## src/rtl/hdu_pkg.sv

```systemverilog
// Shared types, command codes and default sizes for the half-duplex UART buffers.
`default_nettype none
package hdu_pkg;

  localparam int HDU_DEPTH = 32;

  typedef enum logic [2:0] {
    CMD_LINE_RX   = 3'd0,
    CMD_TX_READY  = 3'd1,
    CMD_TX_DONE   = 3'd2,
    CMD_HOST_WR   = 3'd3,
    CMD_HOST_RD   = 3'd4
  } hdu_cmd_t;

  typedef struct packed {
    logic       line_valid;
    logic [7:0] line_byte;
    logic       read_valid;
    logic [7:0] read_byte;
    logic       accepted;
    logic       drive_enable;
    logic       tx_events_enabled;
    logic       restart_timeout;
    logic [4:0] rx_level;
    logic [4:0] tx_level;
  } hdu_result_t;

  // Commands from the controller to the datapath.
  typedef struct packed {
    logic load;  // an item is accepted this cycle
    logic fill;  // the popped byte is ready to be merged into the result
  } hdu_ctrl_t;

  // Status from the datapath to the controller.
  typedef struct packed {
    logic pop_hit;  // the current item pops a byte out of a buffer
  } hdu_stat_t;

endpackage
`default_nettype wire

```

## src/rtl/hdu_in_if.sv

```systemverilog
// Input channel interface: one event item per handshake.
`default_nettype none
interface hdu_in_if;
  logic       valid;
  logic       ready;
  logic [2:0] command;
  logic [7:0] data_in;

  modport source (output valid, output command, output data_in, input ready);
  modport sink (input valid, input command, input data_in, output ready);
endinterface
`default_nettype wire

```

## src/rtl/hdu_out_if.sv

```systemverilog
// Output channel interface: one result item per handshake.
`default_nettype none
interface hdu_out_if;
  logic       valid;
  logic       ready;
  logic       line_valid;
  logic [7:0] line_byte;
  logic       read_valid;
  logic [7:0] read_byte;
  logic       accepted;
  logic       drive_enable;
  logic       tx_events_enabled;
  logic       restart_timeout;
  logic [4:0] rx_level;
  logic [4:0] tx_level;

  modport source (output valid, output line_valid, output line_byte, output read_valid,
                  output read_byte, output accepted, output drive_enable,
                  output tx_events_enabled, output restart_timeout, output rx_level,
                  output tx_level, input ready);
  modport sink (input valid, input line_valid, input line_byte, input read_valid,
                input read_byte, input accepted, input drive_enable,
                input tx_events_enabled, input restart_timeout, input rx_level,
                input tx_level, output ready);
endinterface
`default_nettype wire

```

## src/rtl/hdu_dp.sv

```systemverilog
// Datapath: both ring buffers, their indices, line direction state and the result register.
`default_nettype none
module hdu_dp #(
  parameter int DEPTH = hdu_pkg::HDU_DEPTH
) (
  input  wire logic                clk,
  input  wire logic                rst,
  input  wire logic [2:0]          command,
  input  wire logic [7:0]          data_in,
  input  wire hdu_pkg::hdu_ctrl_t  ctrl,
  output hdu_pkg::hdu_stat_t       stat,
  output hdu_pkg::hdu_result_t     res
);
  import hdu_pkg::*;

  localparam int AW = (DEPTH > 1) ? $clog2(DEPTH) : 1;
  localparam int FW = (AW + 1 > 5) ? AW + 1 : 5;

  logic [7:0]    rx_mem [DEPTH];
  logic [7:0]    tx_mem [DEPTH];
  logic [7:0]    rx_q;
  logic [7:0]    tx_q;
  logic [AW-1:0] rx_wr, rx_rd, tx_wr, tx_rd;
  logic [AW-1:0] rx_wr_next, rx_rd_next, tx_wr_next, tx_rd_next;
  logic          send_mode, send_mode_next;
  logic          events_on, events_on_next;
  logic          rx_we, tx_we;
  logic          rx_empty, rx_full, tx_empty, tx_full;
  hdu_result_t   res_next;

  function automatic logic [AW-1:0] next_slot(input logic [AW-1:0] p);
    return (p == AW'(DEPTH - 1)) ? '0 : p + 1'b1;
  endfunction

  function automatic logic [4:0] level(input logic [AW-1:0] wr, input logic [AW-1:0] rd);
    logic [AW:0]   d;
    logic [FW-1:0] e;
    if (wr >= rd) begin
      d = {1'b0, wr} - {1'b0, rd};
    end else begin
      d = {1'b0, wr} + (AW + 1)'(DEPTH) - {1'b0, rd};
    end
    e = FW'(d);
    return e[4:0];
  endfunction

  assign rx_empty = (rx_wr == rx_rd);
  assign tx_empty = (tx_wr == tx_rd);
  assign rx_full  = (next_slot(rx_wr) == rx_rd);
  assign tx_full  = (next_slot(tx_wr) == tx_rd);

  assign stat.pop_hit = ((command == CMD_TX_READY) && !tx_empty) ||
                        ((command == CMD_HOST_RD) && !rx_empty);

  always_comb begin
    rx_wr_next     = rx_wr;
    rx_rd_next     = rx_rd;
    tx_wr_next     = tx_wr;
    tx_rd_next     = tx_rd;
    send_mode_next = send_mode;
    events_on_next = events_on;
    rx_we          = 1'b0;
    tx_we          = 1'b0;
    res_next       = '0;
    case (hdu_cmd_t'(command))
      CMD_LINE_RX: begin
        // Bytes seen while driving the line are our own echo.
        if (!send_mode) begin
          res_next.restart_timeout = 1'b1;
          if (!rx_full) begin
            rx_we             = 1'b1;
            rx_wr_next        = next_slot(rx_wr);
            res_next.accepted = 1'b1;
          end
        end
      end
      CMD_TX_READY: begin
        if (!tx_empty) begin
          send_mode_next      = 1'b1;
          res_next.line_valid = 1'b1;
          tx_rd_next          = next_slot(tx_rd);
        end else begin
          events_on_next = 1'b0;
        end
      end
      CMD_TX_DONE: begin
        if (tx_empty) begin
          send_mode_next = 1'b0;
        end
      end
      CMD_HOST_WR: begin
        if (!tx_full) begin
          tx_we             = 1'b1;
          tx_wr_next        = next_slot(tx_wr);
          events_on_next    = 1'b1;
          res_next.accepted = 1'b1;
        end
      end
      CMD_HOST_RD: begin
        if (!rx_empty) begin
          res_next.read_valid = 1'b1;
          rx_rd_next          = next_slot(rx_rd);
        end
      end
      default: begin
      end
    endcase
    res_next.drive_enable      = send_mode_next;
    res_next.tx_events_enabled = events_on_next;
    res_next.rx_level          = level(rx_wr_next, rx_rd_next);
    res_next.tx_level          = level(tx_wr_next, tx_rd_next);
  end

  always_ff @(posedge clk) begin
    if (rst) begin
      rx_wr     <= '0;
      rx_rd     <= '0;
      tx_wr     <= '0;
      tx_rd     <= '0;
      send_mode <= 1'b0;
      events_on <= 1'b1;
    end else if (ctrl.load) begin
      rx_wr     <= rx_wr_next;
      rx_rd     <= rx_rd_next;
      tx_wr     <= tx_wr_next;
      tx_rd     <= tx_rd_next;
      send_mode <= send_mode_next;
      events_on <= events_on_next;
    end
  end

  always_ff @(posedge clk) begin
    if (ctrl.load && rx_we) begin
      rx_mem[rx_wr] <= data_in;
    end
    if (ctrl.load) begin
      rx_q <= rx_mem[rx_rd];
    end
  end

  always_ff @(posedge clk) begin
    if (ctrl.load && tx_we) begin
      tx_mem[tx_wr] <= data_in;
    end
    if (ctrl.load) begin
      tx_q <= tx_mem[tx_rd];
    end
  end

  always_ff @(posedge clk) begin
    if (ctrl.load) begin
      res <= res_next;
    end else if (ctrl.fill) begin
      if (res.line_valid) begin
        res.line_byte <= tx_q;
      end
      if (res.read_valid) begin
        res.read_byte <= rx_q;
      end
    end
  end

endmodule
`default_nettype wire

```

## src/rtl/hdu_ctrl.sv

```systemverilog
// Controller: handshakes on both channels and sequencing of buffer reads.
`default_nettype none
module hdu_ctrl (
  input  wire logic               clk,
  input  wire logic               rst,
  input  wire logic               in_valid,
  output logic                    in_ready,
  output logic                    out_valid,
  input  wire logic               out_ready,
  input  wire hdu_pkg::hdu_stat_t stat,
  output hdu_pkg::hdu_ctrl_t      ctrl
);
  import hdu_pkg::*;

  typedef enum logic {
    S_IDLE,
    S_FETCH
  } state_t;

  state_t state;
  logic   accept;

  assign in_ready  = (state == S_IDLE) && (!out_valid || out_ready);
  assign accept    = in_valid && in_ready;
  assign ctrl.load = accept;
  assign ctrl.fill = (state == S_FETCH);

  always_ff @(posedge clk) begin
    if (rst) begin
      state     <= S_IDLE;
      out_valid <= 1'b0;
    end else begin
      case (state)
        S_IDLE: begin
          if (accept) begin
            if (stat.pop_hit) begin
              // The popped byte arrives from the buffer memory next cycle.
              state     <= S_FETCH;
              out_valid <= 1'b0;
            end else begin
              out_valid <= 1'b1;
            end
          end else if (out_ready) begin
            out_valid <= 1'b0;
          end
        end
        S_FETCH: begin
          state     <= S_IDLE;
          out_valid <= 1'b1;
        end
        default: begin
          state     <= S_IDLE;
          out_valid <= 1'b0;
        end
      endcase
    end
  end

endmodule
`default_nettype wire

```

## src/rtl/half_duplex_uart_ring_buffers_unit.sv

```systemverilog
// Top level of the half-duplex RS485 UART byte buffers.
//
// The request channel carries one event item per handshake: a byte from the
// line, a transmit-ready or transmit-complete event, a host write or a host
// read. Every accepted item yields exactly one item on the result channel.
// Items that only touch indices or store a byte produce their result in the
// cycle after acceptance. Items that pop a byte (transmit ready with data
// queued, host read with data waiting) pass through a fetch state, because
// the byte is read from the buffer memory through a registered read port
// and is merged into the result register there. No new item is accepted
// while a pop is in the fetch state.
// The result sits in an output register; while it waits, the next item can
// still be accepted in the same cycle it is taken. When the receiver stalls
// the result channel, the request channel is held off until the pending
// result is taken.
// Reset empties both buffers, selects receive mode and enables transmit-ready
// events. Buffer contents are not cleared; the one-empty-slot rule means a
// slot is never popped before it was written.
`default_nettype none
module half_duplex_uart_ring_buffers_unit #(
  parameter int DEPTH = hdu_pkg::HDU_DEPTH
) (
  input wire logic clk,
  input wire logic rst,
  hdu_in_if.sink   request,
  hdu_out_if.source result
);
  import hdu_pkg::*;

  hdu_ctrl_t   ctrl;
  hdu_stat_t   stat;
  hdu_result_t res;

  // Controller: owns the handshakes and the fetch state of a pop.
  hdu_ctrl u_ctrl (
    .clk       (clk),
    .rst       (rst),
    .in_valid  (request.valid),
    .in_ready  (request.ready),
    .out_valid (result.valid),
    .out_ready (result.ready),
    .stat      (stat),
    .ctrl      (ctrl)
  );

  // Datapath: buffer memories, indices, direction state and result register.
  hdu_dp #(
    .DEPTH (DEPTH)
  ) u_dp (
    .clk     (clk),
    .rst     (rst),
    .command (request.command),
    .data_in (request.data_in),
    .ctrl    (ctrl),
    .stat    (stat),
    .res     (res)
  );

  assign result.line_valid        = res.line_valid;
  assign result.line_byte         = res.line_byte;
  assign result.read_valid        = res.read_valid;
  assign result.read_byte         = res.read_byte;
  assign result.accepted          = res.accepted;
  assign result.drive_enable      = res.drive_enable;
  assign result.tx_events_enabled = res.tx_events_enabled;
  assign result.restart_timeout   = res.restart_timeout;
  assign result.rx_level          = res.rx_level;
  assign result.tx_level          = res.tx_level;

endmodule
`default_nettype wire

```

## src/flat_wrapper.sv

```systemverilog
// flat-port wrapper written by rule: the top's interface ports become plain ports
module half_duplex_uart_ring_buffers_unit_flat import hdu_pkg::*;
#(
  parameter int DEPTH = hdu_pkg::HDU_DEPTH
)
  (clk, rst, request_valid, request_command, request_data_in, request_ready, result_valid, result_line_valid, result_line_byte, result_read_valid, result_read_byte, result_accepted, result_drive_enable, result_tx_events_enabled, result_restart_timeout, result_rx_level, result_tx_level, result_ready);
  hdu_in_if request_i ();
  hdu_out_if result_i ();
  input wire logic clk;
  input wire logic rst;
  input wire logic [$bits(request_i.valid)-1:0] request_valid;
  input wire logic [$bits(request_i.command)-1:0] request_command;
  input wire logic [$bits(request_i.data_in)-1:0] request_data_in;
  output wire logic [$bits(request_i.ready)-1:0] request_ready;
  output wire logic [$bits(result_i.valid)-1:0] result_valid;
  output wire logic [$bits(result_i.line_valid)-1:0] result_line_valid;
  output wire logic [$bits(result_i.line_byte)-1:0] result_line_byte;
  output wire logic [$bits(result_i.read_valid)-1:0] result_read_valid;
  output wire logic [$bits(result_i.read_byte)-1:0] result_read_byte;
  output wire logic [$bits(result_i.accepted)-1:0] result_accepted;
  output wire logic [$bits(result_i.drive_enable)-1:0] result_drive_enable;
  output wire logic [$bits(result_i.tx_events_enabled)-1:0] result_tx_events_enabled;
  output wire logic [$bits(result_i.restart_timeout)-1:0] result_restart_timeout;
  output wire logic [$bits(result_i.rx_level)-1:0] result_rx_level;
  output wire logic [$bits(result_i.tx_level)-1:0] result_tx_level;
  input wire logic [$bits(result_i.ready)-1:0] result_ready;
  assign request_i.valid = request_valid;
  assign request_i.command = request_command;
  assign request_i.data_in = request_data_in;
  assign request_ready = request_i.ready;
  assign result_valid = result_i.valid;
  assign result_line_valid = result_i.line_valid;
  assign result_line_byte = result_i.line_byte;
  assign result_read_valid = result_i.read_valid;
  assign result_read_byte = result_i.read_byte;
  assign result_accepted = result_i.accepted;
  assign result_drive_enable = result_i.drive_enable;
  assign result_tx_events_enabled = result_i.tx_events_enabled;
  assign result_restart_timeout = result_i.restart_timeout;
  assign result_rx_level = result_i.rx_level;
  assign result_tx_level = result_i.tx_level;
  assign result_i.ready = result_ready;
  half_duplex_uart_ring_buffers_unit #(.DEPTH(DEPTH)) u_core (.clk(clk), .rst(rst), .request(request_i), .result(result_i));
endmodule
```

## config.mk

```make
export PLATFORM = sky130hd
export DESIGN_NAME = half_duplex_uart_ring_buffers_unit_flat
export DESIGN_NICKNAME = d
export VERILOG_FILES = /design/src/rtl/hdu_pkg.sv /design/src/rtl/hdu_in_if.sv /design/src/rtl/hdu_out_if.sv /design/src/rtl/hdu_dp.sv /design/src/rtl/hdu_ctrl.sv /design/src/rtl/half_duplex_uart_ring_buffers_unit.sv /design/src/flat_wrapper.sv
export SDC_FILE = /design/constraint.sdc
export NUM_CORES = 1
export LEC_CHECK = 0
export CORE_MARGIN = 4
export CORE_UTILIZATION = 55
export CTS_CLUSTER_DIAMETER = 120
export DETAILED_ROUTE_END_ITERATION = 12
export DONT_BUFFER_PORTS = 1
export PLACE_DENSITY = 0.72
export SLEW_MARGIN = 20
export SYNTH_ARGS = -nofsm -noshare
export SYNTH_HDL_FRONTEND = slang
export SYNTH_SLANG_ARGS = --single-unit
```

## constraint.sdc

```tcl
create_clock -name clk -period 3.8 [get_ports clk]
set_clock_uncertainty 0.05 [all_clocks]
set_input_delay 0.76 -clock clk [delete_from_list [all_inputs] [get_ports clk]]
set_output_delay 0.76 -clock clk [all_outputs]
set_load 0.05 [all_outputs]
```

# After elaboration in Yosys (flattened, before gate mapping)
# Memories as Yosys holds them, arrays and structs flattened. A register that Yosys moved wholly into a read port is not among the register bits.
# Cells that the tools add are included.
# op_classes
addsub	10
order_cmp	2
n_eq_ne	13
mux	41
bitwise	1
reduce_logical	14
# ops
operator	count
5-bit 2-to-1 mux	15
5-bit by 1-bit adder with 5-bit output, second input constant	6
1-bit 2-to-1 mux	21
5-bit == test	4
5-bit == test, second input constant	4
5-bit subtractor	4
5-bit greater-or-equal comparator	2
1-bit one-hot mux with 2 select lines	5
3-bit by 2-bit == test with 1-bit output, second input constant	2
1-bit logical AND	6
2-bit AND reduction	2
3-bit by 1-bit == test with 1-bit output, second input constant	1
3-bit == test, second input constant	1
1-bit logical NOT	3
3-bit logical NOT	1
3-bit inequality test, second input constant	1
1-bit logical OR	2
1-bit NOT	1
# totals
ff_bits	56
mem_bits_rw	512
inputBits	15
out_inout_bits	34
word_cells	101
mem_count	2
# mem_list
memory	depth	word_bits	read_ports	rd_ports_with_merged_regs	wr	line	source
u_core.u_dp.rx_mem	32	8	1	1	1	hdu_dp.sv:19	logic [7:0] rx_mem [DEPTH];
u_core.u_dp.tx_mem	32	8	1	1	1	hdu_dp.sv:20	logic [7:0] tx_mem [DEPTH];

# Longest topological paths before layout
# Gate-level depths: netlist of the first run.
# logic_depth
ltp_word	9
depth_mapped	18
depth_no_buf	16

# Hierarchy
# From an unflattened synthesis of the first run, not the netlist that was laid out.
# unflattened
hier_cells	1217
hier_area_um2	23515.1
# by_module_without_submodules
module	n_inst	cells_per_inst	area_per_inst_um2	seq_area_each_um2
hdu_dp	1	1205	23394.9	17096.4
hdu_ctrl	1	12	120.1	40.0

# Worst setup path before layout of the first run
# No wires, ideal clock.
# synth_path
path_type	input to register
from	input result_ready
to	register, netlist name u_core.u_dp.res[0]
setup_time_ns	0.409
arrival_ns	3.442
required_ns	3.341
slack_ns	-0.100
cell_stages	6
n_path_buf	2
path_cell_list	inv_1 > a21oi_1 > nand2_1 > inv_1 > clkbuf_1 > buf_1
# synth_via
elab_chain_cells	3
# synth_lines
item	line	source
start: declaration	flat_wrapper.sv:26	input wire logic [$bits(result_i.ready)-1:0] result_ready;
1-bit logical OR	hdu_ctrl.sv:23	assign in_ready = (state == S_IDLE) && (!out_valid || out_ready);
1-bit logical AND	hdu_ctrl.sv:23	
net request_ready	flat_wrapper.sv:14	output wire logic [$bits(request_i.ready)-1:0] request_ready;
1-bit logical AND	hdu_ctrl.sv:24	assign accept = in_valid && in_ready;
net u_core.u_ctrl.accept	hdu_ctrl.sv:21	logic accept;
# The timed path passes the listed nets, and every way through them passes these cells.
# A chain may end at the register's enable or synchronous reset.

==> results_dict.tcl, run 1 <==
set metrics [dict create \
    crit_fanout 9 \
    whs_ps 202 \
    layout-drive-gt1-share_pct 25.8 \
    syn_avg_cell_area_um2 19.4 \
    cts.path.max_buffers 3 \
    cts_tree "yes" \
    min_from "rst" \
    die_h_um 215 \
    post-route-min-period_ps 3540 \
    path_clk_slew_ps 60 \
    ir_drop_mv 0.360 \
    synthArstFlopShare_pct 0 \
    crit_chain "ha_1 > and3_1 > ha_1 > nor2_1 > xnor2_1 > nand3_1 > o31a_1 > buf_4 > nand2_1 > o21ai_0 > fa_1 > a21o_1 > a21oi_1 > xnor2_1 > xnor2_1" \
    first_pass_iters 5 \
    p_per_area_nw_per_um2 486 \
    worstMarginPinSlew_ps 940 \
    yosysWarnings 0 \
    startpoint_type "register" \
    post_cts_resized 0 \
    cts_sinks 584 \
    routedWlPerCell_um 25.6 \
    gp_congestion 0.801 \
    insertion_delay_ps 580 \
    crit_buf_inv 1 \
    grt_max_degree 69 \
    crit_top_cell "xnor2_1" \
    synth.distinct_cells 51 \
    grt_overflow_total 0 \
    synth_fp_nets 1248 \
    seqCellArea_um2 17100 \
    synth_area_um2 23500 \
    status "finished, final reports clean" \
    num_antenna_cells 0 \
    dr_total_vias 11293 \
    area_growth_pct 11.2 \
    io_pins 49 \
    synth-seq-cells 584 \
    initial_core_util_pct 55.8 \
    grt_pass1_vias 11335 \
    r2r_slack_ps 260 \
    end_kind "register" \
    dieArea_um2 46100 \
    maxCapViolCount 0 \
    seq_area_frac_synth_pct 73.0 \
    cp.arrival_ps 3800 \
    die_w_um 215 \
    row_count 75 \
    setup-violations-final 0 \
    slowest_stage "fa_1" \
    crit_family "adder cells" \
    avgViaCountPerCell 6.12 \
    cts_hold_buf 0 \
    startpoint "u_core.u_dp.tx_wr[0]$_SDFFE_PP0P_" \
    route.detailed.drc 0 \
    post-dp-hpwl_mm 27.6 \
    antenna_left 0 \
    path_class "reg2reg" \
    p_leak_nw 8.13 \
    fillCellCount 2852 \
    timing.fmax_mhz 283 \
    r2r_start "u_core.u_dp.tx_wr[0]$_SDFFE_PP0P_" \
    cts_setup_buffers 0 \
    clock-root-buffer "clkbuf_16" \
    nets 1302 \
    numCtsBuffers 54 \
    r2r.worst_path.cells 15 \
    grt_pass1_wl_mm 72.9 \
    path_depth 15 \
    multi_input_area_um2 6000 \
    portBuffers 0 \
    grt_antenna_before_repair 0 \
    synth_edf_count 544 \
    routed_wl_mm 47.2 \
    htree_levels 2 \
    final.setup.tns_ps 0 \
    cp.required_ps 4070 \
    holdPathStages 1 \
    slowest_delay_ps 450 \
    grt_setup_unrepaired "no" \
    hp-class "in2reg" \
    synthCells 1209 \
    synth_flop_cell "edfxtp_1" \
    timing.rr.end "u_core.u_dp.res[4]$_DFFE_PP_" \
    slew-limit-headroom_pct 37.4 \
    coreArea_um2 42000 \
    hold_viol 0 \
    track_usage_pct 20.8 \
    min_period_over_period_pct 93.1 \
    drt_iter0_drc 1327 \
    critPathCapture "u_core.u_dp.res[4]$_DFFE_PP_" \
    drv_slew 0 \
]
[routing by layer]
| metal | GRT usage (%) | up-vias | routed length, um |
|---|---|---|---|
| met2 | 32.2 | 432 | 22300 |
| met5 | 0 | - | 0 |
| met1 | 31.4 | 5813 | 20400 |
| met3 | 3.83 | 68 | 3450 |
| li1 | - | 4980 | - |
| met4 | 5.14 | 0 | 998 |
[worst min path at each step]
stage                                         end  slack [ps]
2_1_floorplan  u_core.u_dp.events_on$_SDFFE_PP1P_         420
4_1_cts         u_core.u_dp.rx_rd[0]$_SDFFE_PP0P_         170
3_5_place_dp   u_core.u_dp.events_on$_SDFFE_PP1P_         450
6_report        u_core.u_dp.rx_rd[0]$_SDFFE_PP0P_         200
3_3_place_gp   u_core.u_dp.events_on$_SDFFE_PP1P_         430
5_1_grt         u_core.u_dp.rx_rd[0]$_SDFFE_PP0P_         170
[final cells by class]
cell class / count / area share [%]
sequential: 584 / 65.7
multi-input combinational: 545 / 23.0
clock buffer: 71 / 5.74
tap: 539 / 2.58
timing repair buffer: 64 / 1.94
clock inverter: 29 / 0.877
inverter: 14 / 0.201
[flip-flops by register name, summed over array words and instances, names as in the netlist, 8 cells and up]
register and count:
u_core.u_dp.res 32, u_core.u_dp.rx_mem 256, u_core.u_dp.rx_q 8, u_core.u_dp.tx_mem 256, u_core.u_dp.tx_q 8
[power by group]
group / switching [W] / internal, W / leakage, nW / total (W)
Sequential: 0.0000779 / 0.00706 / 5.24 / 0.00714
Clock: 0.00225 / 0.00298 / 0.848 / 0.00523
Combinational: 0.000173 / 0.000145 / 2.04 / 0.000318
[logic make-up after synthesis]
logic type      count (synthesis)  synth area share (%)
flops                         584                  73.0
simple gates                  222                  4.34
mux                           190                  16.7
buf+inv                        80                  1.48
compound gates                 78                  2.00
xor+xnor                       31                  1.16
fa+ha+maj                      24                  1.31
[worst register-to-register path, delay by kind of cell (launching register included)]
kind,cells,cell delay [ps]
adders and majority gates,3,920
AOI/OAI and AO/OA,4,810
and+or+nand+nor,4,560
xor gates and xnor gates,3,400
DFF,1,370
buffers and inverters,1,170
[Yosys cell counts (all sizes together), types with 5 or more instances]
cell type	n	area (um^2)
clkbuf	32	120
nand2	50	188
mux2i	12	120
nand3b	7	52.6
a21oi	40	200
dfxtp	40	801
xor2	10	87.6
nor2	102	383
ha	23	288
or3	5	31.3
nand3	27	140
mux2	18	203
buf	34	174
nor3	6	30.0
xnor2	21	184
inv	13	48.8
edfxtp	544	16300
o21ai	16	91.3
mux4	160	3600
[placed cells by master, fill, tap and decap left out, types with 3 or more instances in the layout]
cell / count
a31oi_1: 4
nand2_1: 50
mux4_2: 160
ha_1: 23
clkinv_1: 10
bufinv_16: 3
nor3_1: 6
a21oi_1: 40
a211oi_1: 3
a21o_1: 3
mux2i_1: 12
dfxtp_1: 36
or3_1: 5
buf_4: 62
nand3_1: 26
clkinv_2: 11
o21ai_0: 15
or3b_2: 4
inv_1: 12
edfxtp_1: 544
and3_1: 4
clkbuf_1: 12
nor2_1: 101
nand3b_1: 7
xor2_1: 10
xnor2_1: 21
clkbuf_16: 57
mux2_2: 18
nand2b_1: 3
[stage by stage]
step           setup slack [ps]  power, W  instances  instance area, um^2  util, %
6_report                    262    0.0127       1846                26100     62.1
4_1_cts                     280    0.0128       1846                26100     62.1
3_5_place_dp                270   0.00760       1746                24400     58.0
3_3_place_gp                355   0.00760       1746                24400     58.0
5_1_grt                    50.2    0.0131       1846                26100     62.1
2_1_floorplan               278   0.00751       1209                23500        -
(Power assumes the default switching activity.)
==> run 2: changes to the inputs <==
--- a/config.mk
+++ b/config.mk
@@ -5,6 +5,8 @@
 export SDC_FILE = /design/constraint.sdc
 export NUM_CORES = 1
 export LEC_CHECK = 0
+export ABC_AREA = 1
+export CORE_ASPECT_RATIO = 1.25
 export CORE_MARGIN = 4
 export CORE_UTILIZATION = 55
 export CTS_CLUSTER_DIAMETER = 120
==> run 2 against run 1 <==
Compared with the run above:
- cell count rose by 37%
- global-route usage rose by 2.1 points
- routed wire length rose by 16%
- die area rose by 2.1%
- via count rose by 34%
- sequential share of layout area fell by 0.52 points
- highest routed layer unchanged
- core utilization fell by 1.0 points
- synthesized area rose by 2.1%
- first-iteration DRC count fell by 4.4%
==> results_dict.tcl, run 2 <==
set metrics [dict create \
    status "finished, final reports clean" \
    final_common_cell "edfxtp_1" \
    synth.distinct_cells 40 \
    cts_hold_buf 0 \
    timing.fmax_mhz 286 \
    grt_overflow_total 0 \
    avgViaCountPerCell 5.99 \
    hold_viol 0 \
    min_period_over_period_pct 91.9 \
    path_class "reg2reg" \
    post-dp-hpwl_mm 33.0 \
    cp.required_ps 4100 \
    synth_top_area_share_pct 68.1 \
    routedWlPerCell_um 21.7 \
    post-route-min-period_ps 3490 \
    yosysMostFrequentCell "edfxtp_1" \
    path_clk_slew_ps 60 \
    startpoint_type "register" \
    yosysWarnings 0 \
    io_pins 49 \
    cp.arrival_ps 3790 \
    track_usage_pct 22.9 \
    p_leak_nw 8.96 \
    die_w_um 195 \
    seq_area_frac_synth_pct 71.5 \
    layout_common_cells "edfxtp_1, nor2_1, o21ai_0" \
    initial_core_util_pct 55.7 \
    dieArea_um2 47000 \
    startpoint "u_core.u_dp.tx_wr[0]$_SDFFE_PP0P_" \
    p_per_area_nw_per_um2 514 \
    crit_fanout 6 \
    layout-drive-gt1-share_pct 9.70 \
    numCtsBuffers 54 \
    die_h_um 241 \
    area_growth_pct 9.77 \
    synth-seq-cells 584 \
    gp_congestion 0.895 \
    drt_iter0_drc 1268 \
    synth_commonest_cells "edfxtp_1, nor2_1, o21ai_0" \
    biggestRegsByFlops "u_core.u_dp.rx_mem: 256 flops, u_core.u_dp.tx_mem: 256 flops, u_core.u_dp.res: 32 flops" \
    clock-root-buffer "clkbuf_16" \
    cts.path.max_buffers 3 \
    routed_wl_mm 55.0 \
    yosys.area.top_type "edfxtp_1" \
    setup-violations-final 0 \
    grt_max_degree 130 \
    synthCells 1937 \
    hp-class "in2reg" \
    synthArstFlopShare_pct 0 \
    portBuffers 0 \
    syn_avg_cell_area_um2 12.4 \
    ir_drop_mv 0.451 \
    htree_levels 2 \
    grt_pass1_wl_mm 83.9 \
    num_antenna_cells 0 \
    coreArea_um2 43100 \
    grt_pass1_vias 14798 \
    final_core_util_pct 61.1 \
    nets 1966 \
    r2r_slack_ps 310 \
    insertion_delay_ps 600 \
    cts_tree "yes" \
    dr_total_vias 15187 \
    timing.rr.end "u_core.u_dp.res[4]$_DFFE_PP_" \
    antenna_left 0 \
    synth_flop_cell "edfxtp_1" \
    r2r.worst_path.cells 19 \
    final.setup.tns_ps 0 \
    synth_fp_nets 1976 \
    critPathCapture "u_core.u_dp.res[4]$_DFFE_PP_" \
    synth_edf_count 544 \
    netlist_top_cells_area "edfxtp_1, o21ai_0, nor2_1, dfxtp_1, o221ai_1" \
    grt_antenna_before_repair 0 \
    maxCapViolCount 0 \
    first_pass_iters 6 \
    post-layout-total-power_w 0.0135 \
    end_kind "register" \
    worstMarginPinSlew_ps 860 \
    whs_ps 180 \
    cts_sinks 584 \
    row_count 85 \
    fillCellCount 3237 \
    drv_slew 0 \
    slew-limit-headroom_pct 42.4 \
    r2r_start "u_core.u_dp.tx_wr[0]$_SDFFE_PP0P_" \
    route.detailed.drc 0 \
    synth_area_um2 24000 \
]
run 2: metal layers:
metal | vias up | part of all wire, % | global-route usage, % | wire (um)
met5 | - | 0 | 0 | 0
met4 | 0 | 4.5 | 10.3 | 2460
met3 | 130 | 5.6 | 2.74 | 3080
met2 | 558 | 51 | 40.6 | 28300
met1 | 7413 | 38 | 28.6 | 21100
li1 | 7086 | - | - | -
run 2: kinds of logic (layout without fill, tap and decap cells):
kind of cell / Yosys count / in the layout / share of synthesized area [%]
flops: 584 / 584 / 71.5
simple gates: 574 / 574 / 9.82
compound gates: 518 / 518 / 12.6
buf+inv: 203 / 236 / 3.40
fa+ha+maj: 24 / 24 / 1.28
xor+xnor: 18 / 18 / 0.658
mux: 16 / 16 / 0.752
run 2: worst min path at each step:
stage                                                   from  cells past startpoint  slack, ps                              endpoint
after floorplan           u_core.u_dp.events_on$_SDFFE_PP1P_                      2        390    u_core.u_dp.events_on$_SDFFE_PP1P_
after global placement    u_core.u_dp.events_on$_SDFFE_PP1P_                      2        390    u_core.u_dp.events_on$_SDFFE_PP1P_
after detailed placement  u_core.u_dp.events_on$_SDFFE_PP1P_                      2        410    u_core.u_dp.events_on$_SDFFE_PP1P_
after CTS                                                rst                      1        150  u_core.u_ctrl.out_valid$_SDFFE_PP0P_
after global routing                                     rst                      1        170     u_core.u_dp.tx_wr[3]$_SDFFE_PP0P_
final                                                    rst                      1        180  u_core.u_ctrl.out_valid$_SDFFE_PP0P_
run 2: layout make-up:
cell class	count	area [um^2]	area share [%]
clock buffers	68	1470	5.58
clock inverters	31	200	0.761
inverters	83	317	1.20
multi-input cells	1150	6040	23.0
flip-flops and latches	584	17100	65.2
well taps	565	707	2.69
repair buffers	54	430	1.64
run 2: repair_timing:
item                                    CTS  global route
resized for setup                         0             5
setup buffers                             0             3
endpoints found under the setup margin    0             1
run 2: worst max-delay path, stage by stage (launching register included):
cell	delay (ps)
dfxtp_1	370
ha_4	170
nand2_1	70
nor2_1	100
ha_1	270
xnor2_1	160
nand2_1	80
nor4_2	260
nand2_1	120
nand2_4	110
nand2_1	50
o21ai_0	80
ha_1	180
inv_1	60
fa_1	430
a21o_1	180
a21oi_1	140
xor2_1	180
xnor2_1	130
inv_1	50
run 2: power by group:
| group | internal (W) | leakage (nW) | switching (W) | total, W |
|---|---|---|---|---|
| Sequential | 0.00713 | 5.24 | 0.000164 | 0.00729 |
| Combinational | 0.000340 | 2.90 | 0.000803 | 0.00114 |
| Clock | 0.00286 | 0.824 | 0.00224 | 0.00509 |
| Total | 0.0103 | 8.96 | 0.00320 | 0.0135 |
run 2: through the flow:
| step | instances | setup WS (ps) | instance area [um^2] |
|---|---|---|---|
| 6_report | 2535 | 309 | 26300 |
| 5_1_grt | 2535 | -5.46 | 26300 |
| 4_1_cts | 2532 | 158 | 26300 |
| 3_5_place_dp | 2433 | 180 | 24600 |
| 3_3_place_gp | 2433 | 221 | 24600 |
| 2_1_floorplan | 1937 | 317 | 24000 |
==> run 3: changes to the inputs <==
--- a/config.mk
+++ b/config.mk
@@ -12,8 +12,10 @@
 export CTS_CLUSTER_DIAMETER = 120
 export DETAILED_ROUTE_END_ITERATION = 12
 export DONT_BUFFER_PORTS = 1
+export GPL_TIMING_DRIVEN = 0
 export PLACE_DENSITY = 0.72
 export SLEW_MARGIN = 20
 export SYNTH_ARGS = -nofsm -noshare
 export SYNTH_HDL_FRONTEND = slang
 export SYNTH_SLANG_ARGS = --single-unit
+export TNS_END_PERCENT = 100
==> run 3 against run 2 <==
Compared with the run above:
- routed wire length rose by 24%
- hold slack improved by 8.4 ps
- total power rose by 3.4%
==> results_dict.tcl, run 3 (synthesis gave the netlist of run 2 again) <==
set metrics [dict create \
    cp.arrival_ps 3920 \
    whs_endpoint "u_core.u_dp.tx_mem[30][1]$_DFFE_PP_" \
    first_pass_iters 6 \
    holdPathStages 0 \
    grt_pass1_wl_mm 99.3 \
    final.setup.tns_ps 0 \
    die_w_um 195 \
    post-dp-hpwl_mm 45.0 \
    grt_max_degree 65 \
    seqPwrFrac_pct 52.0 \
    htree_levels 2 \
    intPower_w 0.0105 \
    r2r_slack_ps 60 \
    post-layout-total-power_w 0.0140 \
    layout_common_cells "edfxtp_1, nor2_1, o21ai_0" \
    whs_ps 188 \
    die_h_um 241 \
    slowest_stage "nor2_1" \
    insertion_delay_ps 620 \
    portBuffers 0 \
    p_sw_w 0.00346 \
    gp_congestion 0.995 \
    nets 2033 \
    antenna_left 0 \
    track_usage_pct 28.5 \
    grt_antenna_before_repair 0 \
    slew-limit-headroom_pct 29.7 \
    status "finished, final reports clean" \
    crit_chain "ha_1 > nand2_1 > nor2_1 > ha_1 > inv_1 > nand2_1 > nand2_1 > nor2_1 > nand2_1 > nor2_2 > nand2_2 > nand2_4 > nor2_2 > nand2_1 > nor2_1" \
    drt_iter0_drc 2052 \
    worstMarginPinSlew_ps 1050 \
    row_count 85 \
    io_pins 49 \
    setup-violations-final 0 \
    grt_overflow_total 0 \
    cts_sinks 584 \
    final_core_util_pct 61.6 \
    crit_fanout 8 \
    path_class "reg2reg" \
    r2r_start "u_core.u_dp.rx_wr[1]$_SDFFE_PP0P_" \
    r2r.worst_path.cells 15 \
    crit_top_cell "nand2_1" \
    routed_wl_mm 67.9 \
    p_sw_share_pct 24.7 \
    min_from "request_data_in[1]" \
    coreArea_um2 43100 \
    min_period_over_period_pct 98.5 \
    post-route-min-period_ps 3740 \
    cts_tree "yes" \
    final_common_cell "edfxtp_1" \
    avgViaCountPerCell 6.27 \
    ir_drop_mv 0.407 \
    p_per_area_nw_per_um2 528 \
    startpoint_type "register" \
    initial_core_util_pct 55.7 \
    layout-drive-gt1-share_pct 8.93 \
    slowest_delay_ps 790 \
    timing.rr.end "u_core.u_dp.rx_mem[24][2]$_DFFE_PP_" \
    drv_slew 0 \
    hp-class "in2reg" \
    crit_buf_inv 1 \
    grt_setup_unrepaired "yes" \
    maxCapViolCount 0 \
    crit_family "simple AND/OR/NAND/NOR gates" \
    dr_total_vias 16308 \
    p_leak_nw 8.93 \
    grt_pass1_vias 15865 \
    clock-root-buffer "clkbuf_16" \
    p_comb_share_pct 9.5 \
    routedWlPerCell_um 26.1 \
    biggestRegsByFlops "u_core.u_dp.rx_mem: 256 flops, u_core.u_dp.tx_mem: 256 flops, u_core.u_dp.res: 32 flops" \
    dieArea_um2 47000 \
    hold_viol 0 \
    clkPwrFrac_pct 38.5 \
    route.detailed.drc 0 \
    num_antenna_cells 0 \
    timing.fmax_mhz 267 \
    numCtsBuffers 54 \
    end_kind "register" \
    path_clk_slew_ps 60 \
    area_growth_pct 10.6 \
    cp.required_ps 3980 \
    cts.path.max_buffers 3 \
]
run 3: cell types whose count changed in the layout (fill, tap and decap cells not counted), sizes merged:
cell / previous run / this run
buf: 54 / 31
bufinv: 2 / 5
clkbuf: 68 / 163
clkinv: 30 / 20
inv: 80 / 83
run 3: how the worst max path moves through the flow:
stage,from,to,slack [ps],depth (start not counted)
2_1_floorplan,result_ready,u_core.u_dp.rx_mem[31][0]$_DFFE_PP_,320,6
3_3_place_gp,result_ready,u_core.u_dp.rx_mem[31][1]$_DFFE_PP_,-720,6
3_5_place_dp,result_ready,u_core.u_dp.rx_mem[28][3]$_DFFE_PP_,-570,6
4_1_cts,u_core.u_dp.tx_wr[0]$_SDFFE_PP0P_,u_core.u_dp.res[4]$_DFFE_PP_,30,19
5_1_grt,u_core.u_dp.rx_wr[0]$_SDFFE_PP0P_,u_core.u_dp.rx_mem[13][3]$_DFFE_PP_,-180,15
6_report,u_core.u_dp.rx_wr[1]$_SDFFE_PP0P_,u_core.u_dp.rx_mem[24][2]$_DFFE_PP_,60,15
run 3: worst reg2reg max path, cell delays in order (launching register included):
cell and delay [ps]:
dfxtp_1 520, ha_1 240, nand2_1 60, nor2_1 110
ha_1 290, inv_1 70, nand2_1 40, nand2_1 70
nor2_1 40, nand2_1 60, nor2_2 40, nand2_2 100
nand2_4 70, nor2_2 320, nand2_1 490, nor2_1 800
run 3: final cells by class:
type / instances / area, um^2
Multi-Input combinational cell: 1150 / 6090
Sequential cell: 584 / 17100
Buffer: 120 / 503
Inverter: 83 / 314
Timing Repair Buffer: 1 / 7.51
Tap cell: 565 / 707
Clock buffer: 73 / 1470
Clock inverter: 27 / 275
Fill cell: 3349 / 16600
run 3: stage by stage:
stage	instances	area (um^2)	setup slack, ps
after floorplan	1937	24000	317
after global placement	2502	24700	-724
after detailed placement	2503	24700	-569
after CTS	2603	26500	27.1
after global routing	2603	26500	-182
final	2603	26500	58.3
run 3: timing repair:
| action | CTS | global route |
|---|---|---|
| setup buffers | 0 | 0 |
| pin swaps | 0 | 0 |
| resized for setup | 3 | 23 |
| setup endpoints to repair | 478 | 232 |
| hold buffers | 0 | 0 |
run 3: layer usage:
metal,GRT usage (%),vias up,routed length [um]
met2,49.8,939,33900
met5,0,-,0
met1,33.2,7859,23800
met4,18.6,0,5190
met3,3.89,265,5030
li1,-,7245,-
run 3: power groups by stage:
stage	sequential [W]	clock, W	combinational, W
after floorplan	0.00740	0	0.000784
after global placement	0.00741	0	0.00127
after detailed placement	0.00741	0	0.00129
after CTS	0.00727	0.00542	0.00130
after global routing	0.00728	0.00571	0.00142
final	0.00727	0.00539	0.00133
